### config.mk
export PLATFORM = sky130hd
export DESIGN_NAME = sliding_window_log_rate_limiter
export DESIGN_NICKNAME = d
export VERILOG_FILES = /design/src/hdl/swlrl_pkg.sv /design/src/hdl/swlrl_front.sv /design/src/hdl/swlrl_engine.sv /design/src/hdl/sliding_window_log_rate_limiter.sv
export SDC_FILE = /design/constraint.sdc
export NUM_CORES = 1
export LEC_CHECK = 0
export ABC_AREA = 0
export BUFFER_PORTS_ARGS = -buffer_cell sky130_fd_sc_hd__buf_2
export CAP_MARGIN = 10
export CORE_MARGIN = 2
export CORE_UTILIZATION = 29
export CTS_BUF_LIST = sky130_fd_sc_hd__clkbuf_4 sky130_fd_sc_hd__clkbuf_8
export DETAILED_ROUTE_END_ITERATION = 12
export MAX_ROUTING_LAYER = met4
export PLACE_DENSITY_LB_ADDON = 0.12
export SKIP_LAST_GASP = 1
export SLEW_MARGIN = 20
export SYNTH_ARGS = -nofsm -noshare
export SYNTH_HDL_FRONTEND = slang
export SYNTH_SLANG_ARGS = --single-unit
### constraint.sdc
create_clock -name aclk -period 6.1 [get_ports aclk]
set_clock_uncertainty 0.15 [all_clocks]
set_input_delay 0.61 -clock aclk [delete_from_list [all_inputs] [get_ports aclk]]
set_output_delay 0.61 -clock aclk [all_outputs]
set_load 0.02 [all_outputs]
### src/hdl/swlrl_pkg.sv
// ----------------------------------------------------------------------------
// Sliding-window-log rate limiter: shared package
// Field widths, register indexes, defaults and the request type passed from
// the front queue to the back engine.
// ----------------------------------------------------------------------------
package swlrl_pkg;

    localparam int TIME_W      = 32;
    localparam int WINDOW_W    = 16;
    localparam int MAX_W       = 4;
    localparam int COUNT_OUT_W = 5;
    localparam int CFG_DATA_W  = 16;
    localparam int CFG_IDX_W   = 1;
    localparam int DEPTH_DEF   = 16;
    localparam int QUEUE_DEPTH = 2;

    localparam logic [CFG_IDX_W-1:0] CFG_WINDOW_SECONDS = 1'b0;
    localparam logic [CFG_IDX_W-1:0] CFG_MAX_ATTEMPTS   = 1'b1;

    localparam logic [WINDOW_W-1:0] WINDOW_RESET = 16'd5;
    localparam logic [MAX_W-1:0]    MAX_RESET    = 4'd3;

    typedef struct packed {
        logic              valid;
        logic [TIME_W-1:0] stamp;
    } req_t;

endpackage

### src/hdl/swlrl_front.sv
// ----------------------------------------------------------------------------
// Sliding-window-log rate limiter: front queue
// Accepts attempts from the input channel and holds them in a short queue
// until the back engine is ready to take the next one.
// ----------------------------------------------------------------------------
module swlrl_front (
    input  logic                         aclk,
    input  logic                         aresetn,
    input  logic                         s_valid,
    output logic                         s_ready,
    input  logic [swlrl_pkg::TIME_W-1:0] s_attempt_time,
    output swlrl_pkg::req_t              req,
    input  logic                         req_ready
);

    localparam int QD = swlrl_pkg::QUEUE_DEPTH;
    localparam int PW = $clog2(QD);
    localparam int CW = $clog2(QD + 1);

    logic [swlrl_pkg::TIME_W-1:0] entry_reg [QD];
    logic [PW-1:0] wr_ptr_reg, wr_ptr_next;
    logic [PW-1:0] rd_ptr_reg, rd_ptr_next;
    logic [CW-1:0] fill_reg, fill_next;
    logic          push, pop;

    assign s_ready   = (fill_reg != CW'(QD));
    assign push      = s_valid && s_ready;
    assign pop       = req.valid && req_ready;
    assign req.valid = (fill_reg != '0);
    assign req.stamp = entry_reg[rd_ptr_reg];

    always_comb begin
        wr_ptr_next = wr_ptr_reg;
        rd_ptr_next = rd_ptr_reg;
        fill_next   = fill_reg;
        if (push) begin
            wr_ptr_next = (wr_ptr_reg == PW'(QD - 1)) ? '0 : wr_ptr_reg + 1'b1;
        end
        if (pop) begin
            rd_ptr_next = (rd_ptr_reg == PW'(QD - 1)) ? '0 : rd_ptr_reg + 1'b1;
        end
        if (push && !pop) begin
            fill_next = fill_reg + 1'b1;
        end else if (pop && !push) begin
            fill_next = fill_reg - 1'b1;
        end
    end

    always_ff @(posedge aclk) begin
        if (!aresetn) begin
            wr_ptr_reg <= '0;
            rd_ptr_reg <= '0;
            fill_reg   <= '0;
        end else begin
            wr_ptr_reg <= wr_ptr_next;
            rd_ptr_reg <= rd_ptr_next;
            fill_reg   <= fill_next;
        end
    end

    always_ff @(posedge aclk) begin
        if (push) begin
            entry_reg[wr_ptr_reg] <= s_attempt_time;
        end
    end

endmodule

### src/hdl/swlrl_engine.sv
// ----------------------------------------------------------------------------
// Sliding-window-log rate limiter: back engine
// Records each attempt in the timestamp ring, pops expired entries one at a
// time via a read and a check state, and registers the result for output.
// ----------------------------------------------------------------------------
module swlrl_engine #(
    parameter int DEPTH = swlrl_pkg::DEPTH_DEF
) (
    input  logic                              aclk,
    input  logic                              aresetn,
    input  swlrl_pkg::req_t                   req,
    output logic                              req_ready,
    input  logic [swlrl_pkg::WINDOW_W-1:0]    window_seconds,
    input  logic [swlrl_pkg::MAX_W-1:0]       max_attempts,
    output logic                              m_valid,
    input  logic                              m_ready,
    output logic                              m_allowed,
    output logic [swlrl_pkg::COUNT_OUT_W-1:0] m_recent_count,
    output logic                              m_overflow
);

    localparam int IW = $clog2(DEPTH);
    localparam int CW = $clog2(DEPTH + 1);
    localparam int TW = swlrl_pkg::TIME_W;

    typedef enum logic [2:0] {
        ST_IDLE  = 3'b001,
        ST_READ  = 3'b010,
        ST_CHECK = 3'b100
    } state_t;

    state_t        state_reg, state_next;
    logic [IW-1:0] oldest_reg, oldest_next;
    logic [CW-1:0] count_reg, count_next;
    logic [TW-1:0] now_reg, now_next;
    logic          ovf_reg, ovf_next;
    logic [TW-1:0] rd_data_reg;
    logic [TW-1:0] ring [DEPTH];

    logic          out_valid_reg, out_valid_next;
    logic          out_allowed_reg, out_allowed_next;
    logic [swlrl_pkg::COUNT_OUT_W-1:0] out_count_reg, out_count_next;
    logic          out_ovf_reg, out_ovf_next;

    logic          mem_we;
    logic [IW-1:0] mem_wa;
    logic [IW-1:0] oldest_inc;
    logic [IW:0]   pos_sum;
    logic [IW-1:0] pos;
    logic [TW-1:0] age;

    assign oldest_inc = (oldest_reg == IW'(DEPTH - 1)) ? '0 : oldest_reg + 1'b1;
    assign pos_sum    = {1'b0, oldest_reg} + (IW + 1)'(count_reg);
    assign pos        = (pos_sum >= (IW + 1)'(DEPTH)) ?
                        IW'(pos_sum - (IW + 1)'(DEPTH)) : pos_sum[IW-1:0];
    assign age        = now_reg - rd_data_reg;

    always_comb begin
        state_next       = state_reg;
        oldest_next      = oldest_reg;
        count_next       = count_reg;
        now_next         = now_reg;
        ovf_next         = ovf_reg;
        req_ready        = 1'b0;
        mem_we           = 1'b0;
        mem_wa           = pos;
        out_valid_next   = out_valid_reg;
        out_allowed_next = out_allowed_reg;
        out_count_next   = out_count_reg;
        out_ovf_next     = out_ovf_reg;
        if (out_valid_reg && m_ready) begin
            out_valid_next = 1'b0;
        end
        unique case (state_reg)
            ST_IDLE: begin
                if (req.valid) begin
                    req_ready  = 1'b1;
                    mem_we     = 1'b1;
                    now_next   = req.stamp;
                    state_next = ST_READ;
                    if (count_reg == CW'(DEPTH)) begin
                        mem_wa      = oldest_reg;
                        oldest_next = oldest_inc;
                        ovf_next    = 1'b1;
                    end else begin
                        mem_wa     = pos;
                        count_next = count_reg + 1'b1;
                        ovf_next   = 1'b0;
                    end
                end
            end
            ST_READ: begin
                state_next = ST_CHECK;
            end
            ST_CHECK: begin
                if (age > TW'(window_seconds)) begin
                    oldest_next = oldest_inc;
                    count_next  = count_reg - 1'b1;
                    state_next  = ST_READ;
                end else if (!out_valid_reg || m_ready) begin
                    out_valid_next   = 1'b1;
                    out_allowed_next = ((CW + 4)'(count_reg) <= (CW + 4)'(max_attempts));
                    out_count_next   = swlrl_pkg::COUNT_OUT_W'(count_reg);
                    out_ovf_next     = ovf_reg;
                    state_next       = ST_IDLE;
                end
            end
            default: begin
                state_next = ST_IDLE;
            end
        endcase
    end

    always_ff @(posedge aclk) begin
        if (!aresetn) begin
            state_reg     <= ST_IDLE;
            oldest_reg    <= '0;
            count_reg     <= '0;
            out_valid_reg <= 1'b0;
        end else begin
            state_reg     <= state_next;
            oldest_reg    <= oldest_next;
            count_reg     <= count_next;
            out_valid_reg <= out_valid_next;
        end
    end

    always_ff @(posedge aclk) begin
        now_reg         <= now_next;
        ovf_reg         <= ovf_next;
        out_allowed_reg <= out_allowed_next;
        out_count_reg   <= out_count_next;
        out_ovf_reg     <= out_ovf_next;
    end

    always_ff @(posedge aclk) begin
        if (mem_we) begin
            ring[mem_wa] <= now_next;
        end
        rd_data_reg <= ring[oldest_reg];
    end

    assign m_valid        = out_valid_reg;
    assign m_allowed      = out_allowed_reg;
    assign m_recent_count = out_count_reg;
    assign m_overflow     = out_ovf_reg;

endmodule

### src/hdl/sliding_window_log_rate_limiter.sv
// ----------------------------------------------------------------------------
// Sliding-window-log rate limiter: top level
// Each attempt timestamp is logged in a ring; entries older than the window
// are dropped and the attempt is allowed while the kept count stays within
// the configured maximum.
//
// The input channel (s_valid, s_ready, s_attempt_time) carries one attempt
// per transfer into a two-entry queue. The output channel (m_valid, m_ready,
// m_allowed, m_recent_count, m_overflow) returns exactly one result per
// attempt, in order. The back engine takes one attempt at a time: it logs
// it in the ring, then reads and checks the oldest ring entry, dropping it
// and repeating the read and check while that entry has expired; the ring
// has a single memory read port. A result is registered once no expired
// entry is left and the output register is free or being read.
// A stalled receiver holds the result in the output register; the engine
// then waits and the queue keeps taking attempts until it is full.
// Reset empties the queue and the ring, clears any pending result and sets
// window_seconds to 5 and max_attempts to 3. The user must write registers
// via cfg_we, cfg_index, cfg_data only while idle; the block does not check.
// ----------------------------------------------------------------------------
module sliding_window_log_rate_limiter #(
    parameter int DEPTH = swlrl_pkg::DEPTH_DEF
) (
    input  logic                                aclk,
    input  logic                                aresetn,
    input  logic                                cfg_we,
    input  logic [swlrl_pkg::CFG_IDX_W-1:0]     cfg_index,
    input  logic [swlrl_pkg::CFG_DATA_W-1:0]    cfg_data,
    input  logic                                s_valid,
    output logic                                s_ready,
    input  logic [swlrl_pkg::TIME_W-1:0]        s_attempt_time,
    output logic                                m_valid,
    input  logic                                m_ready,
    output logic                                m_allowed,
    output logic [swlrl_pkg::COUNT_OUT_W-1:0]   m_recent_count,
    output logic                                m_overflow
);

    logic [swlrl_pkg::WINDOW_W-1:0] window_reg, window_next;
    logic [swlrl_pkg::MAX_W-1:0]    max_reg, max_next;
    swlrl_pkg::req_t                req;
    logic                           req_ready;

    always_comb begin
        window_next = window_reg;
        max_next    = max_reg;
        if (cfg_we) begin
            unique case (cfg_index)
                swlrl_pkg::CFG_WINDOW_SECONDS: begin
                    window_next = cfg_data[swlrl_pkg::WINDOW_W-1:0];
                end
                swlrl_pkg::CFG_MAX_ATTEMPTS: begin
                    max_next = cfg_data[swlrl_pkg::MAX_W-1:0];
                end
                default: begin
                    window_next = window_reg;
                end
            endcase
        end
    end

    always_ff @(posedge aclk) begin
        if (!aresetn) begin
            window_reg <= swlrl_pkg::WINDOW_RESET;
            max_reg    <= swlrl_pkg::MAX_RESET;
        end else begin
            window_reg <= window_next;
            max_reg    <= max_next;
        end
    end

    swlrl_front u_front (
        .aclk           (aclk),
        .aresetn        (aresetn),
        .s_valid        (s_valid),
        .s_ready        (s_ready),
        .s_attempt_time (s_attempt_time),
        .req            (req),
        .req_ready      (req_ready)
    );

    swlrl_engine #(
        .DEPTH (DEPTH)
    ) u_engine (
        .aclk           (aclk),
        .aresetn        (aresetn),
        .req            (req),
        .req_ready      (req_ready),
        .window_seconds (window_reg),
        .max_attempts   (max_reg),
        .m_valid        (m_valid),
        .m_ready        (m_ready),
        .m_allowed      (m_allowed),
        .m_recent_count (m_recent_count),
        .m_overflow     (m_overflow)
    );

endmodule
==> impl_metrics.env <==
export IMPL_p_leak_uw=0.0109
export IMPL_outcome="finished clean"
export IMPL_antenna_found_initial=1
export IMPL_rows=113
export IMPL_clk_pin_slew_worst_paths_ns=0.06
export IMPL_finalHoldViolations=0
export IMPL_ant_nets=0
export IMPL_ys_dominant_reg_cell="edfxtp_1"
export IMPL_start_util_pct=29.3
export IMPL_total_power_uw=16200
export IMPL_cp_start_kind="register"
export IMPL_min_path_type="input pin to register"
export IMPL_die_area_um2=98900
export IMPL_dp_hpwl_um=44600
export IMPL_nets=1928
export IMPL_grt_setup_unrepaired="false"
export IMPL_setup_violations=0
export IMPL_worst_pin_slew_ns=1.07
export IMPL_synthTopCellsByCount="edfxtp_1 (584), mux4_2 (160), dfxtp_1 (102)"
export IMPL_die_height_um=315
export IMPL_yosys_warnings=0
export IMPL_numPortBuffers=62
export IMPL_initialDrtViolationCount=1089
export IMPL_grt_overflow=0
export IMPL_synth_area_per_cell_um2=17.3
export IMPL_required_ns=6.34
export IMPL_cts_max_level=3
export IMPL_synthTopCellsByArea="edfxtp_1 (63%), mux4_2 (13%), dfxtp_1 (7.3%)"
export IMPL_via_per_inst=4.78
export IMPL_cp_arrival_ns=5.87
export IMPL_routed_wl_met3_um=3430
export IMPL_syn_inst=1618
export IMPL_synth_most_common_cell="edfxtp_1"
export IMPL_yosysUniqueCellTypes=84
export IMPL_grt_pass1_vias=16000
export IMPL_grt_pass1_wl_um=110000
export IMPL_first_pass_iters=7
export IMPL_ys_seq_elements=686
export IMPL_ios=63
export IMPL_clockRootBuffer="clkbuf_8"
export IMPL_critPathMaxFanout=7
export IMPL_synth_edff_count=584
export IMPL_grt_max_degree=60
export IMPL_fin_tns_setup_ns=0
export IMPL_via_count=15200
export IMPL_synth_top_area_cell="edfxtp_1"
export IMPL_wl_met1_um=34900
export IMPL_top_layer="met4"
export IMPL_syn_area_um2=28000
export IMPL_drt_wl_total_um=75200
export IMPL_fmax_ghz=0.178
export IMPL_utilization_pct=34.9
export IMPL_cts_tree="built"
export IMPL_power_density_nw_per_um2=487
export IMPL_cts_sinks=686
export IMPL_dp_slack_ns=0.318
export IMPL_post_drt_wl_per_cell_um=23.6
export IMPL_wl_met2_um=35100
export IMPL_clk_path_buf_depth=3
export IMPL_largest_reg_flops=512
export IMPL_die_w_um=315
export IMPL_period_share_pct=92.2
export IMPL_peakVddDrop_uv=179
export IMPL_relSlewSlack_pct=28.8
export IMPL_numCtsBuffers=115
export IMPL_drc=0
export IMPL_fin_hold_ws_ns=0.120
export IMPL_drive_above_1_share_pct=27.7
export IMPL_syn_num_nets=1734
export IMPL_core_area_um2=95300
export IMPL_async_reset_ff_share_pct=0
export IMPL_min_period_ns=5.63
export IMPL_crit_type="register to register"
export IMPL_layout_setup_ws_ns=0.474
export IMPL_slew_violations=0
export IMPL_maxCapViolations=0
export IMPL_track_usage_pct=15.9
export IMPL_yosysTopAreaCellShare_pct=62.7
export IMPL_end_kind="register"
export IMPL_gp_congestion=0.853
export IMPL_clkLatencyLatePin_ns=0.75
export IMPL_synth_seq_area_share_pct=70.0
export IMPL_area_growth_pct=18.8
## worst max-delay path: stages, from the launching register on
cell	delay [ns]
dfxtp_1	0.33
inv_1	0.05
ha_1	0.20
fa_1	0.41
nand2b_1	0.18
a21o_2	0.22
nand2_1	0.10
a31oi_1	0.13
o21ai_0	0.37
a21oi_1	0.14
xnor2_1	0.16
ha_1	0.31
nand3_1	0.09
nor2_1	0.12
nand2_1	0.08
or4_1	0.51
o21a_1	0.16
nor2_1	0.11
o311ai_1	0.10
or3b_1	0.37
or4_1	0.65
nor3_4	0.34
## through the flow
step	area [µm²]	std cells
after floorplan	28000	1618
after global placement	30100	2909
after detailed placement	30100	2909
after CTS	33100	3179
after global routing	33200	3181
final	33200	3181
## repair_timing
action	4_1_cts	5_1_grt
endpoints found under the hold margin	84	0
hold buffers	50	0
endpoints found under the setup margin	0	7
gates resized for setup	0	1
buffers inserted	0	0
## final cells by class
class | count | area [µm²]
sequential | 686 | 19600
clock inverter | 65 | 549
timing repair buffer | 146 | 1200
multi-input combinational | 794 | 8090
tap | 1265 | 1580
inverter | 69 | 259
fill | 9138 | 62100
antenna | 1 | 2.50
clock buffer | 155 | 1940
## kinds of logic (layout without fill, tap and decap cells)
kind of cell | after synthesis | in the layout | share of synthesized area, %
compound gates | 213 | 213 | 4.84
xor+xnor | 30 | 30 | 0.940
fa+ha+maj | 62 | 62 | 2.85
buf+inv | 138 | 435 | 1.95
flops | 686 | 686 | 70.0
mux | 205 | 205 | 14.5
other cells | 0 | 1 | 0
simple gates | 284 | 284 | 4.90
## final timing paths
kind / startpoint / endpoint / slack [ns] / cells after the start
setup / recovery: u_engine.now_reg[0] / u_engine.m_recent_count[0] / 0.47 / 21
hold / removal: aresetn / max_reg[1] / 0.12 / 2
setup reg to reg: u_engine.now_reg[0] / u_engine.m_recent_count[0] / 0.47 / 21
hold reg to reg: u_engine.ovf_reg / u_engine.m_overflow / 0.30 / 0
## routing by layer
| metal | global-route usage [%] | up-vias |
|---|---|---|
| met4 | 4.96 | 0 |
| met5 | - | - |
| met1 | 21.5 | 7887 |
| met2 | 24.6 | 387 |
| li1 | - | 6829 |
| met3 | 2.33 | 110 |
## report_power, final
part | internal (µW) | leakage, µW | switching [µW]
Combinational | 1710 | 0.00348 | 3300
Clock | 2430 | 0.00131 | 1940
Sequential | 6550 | 0.00610 | 263
## cell usage in the layout (no fill, tap or decap), drive strengths merged, types with 5 or more instances in the layout
| master | Yosys | final |
|---|---|---|
| a21oi | 100 | 100 |
| nand2b | 16 | 16 |
| nor4 | 5 | 5 |
| ha | 59 | 59 |
| xor2 | 16 | 16 |
| xnor2 | 14 | 14 |
| clkinv | 0 | 48 |
| clkbuf | 54 | 155 |
| dfxtp | 102 | 102 |
| nor2b | 8 | 8 |
| nand2 | 99 | 99 |
| a31oi | 5 | 5 |
| o211ai | 5 | 5 |
| buf | 15 | 96 |
| bufinv | 0 | 8 |
| dlygate4sd3 | 0 | 50 |
| a211oi | 7 | 7 |
| nand4 | 9 | 9 |
| o21ai | 33 | 33 |
| inv | 69 | 75 |
| o21a | 6 | 6 |
| nor3 | 14 | 14 |
| mux4 | 160 | 160 |
| mux2i | 44 | 44 |
| edfxtp | 584 | 584 |
| a21o | 17 | 17 |
| nor2 | 85 | 85 |
| nand3 | 18 | 18 |
No activity file was read; power rests on OpenSTA's default activity.
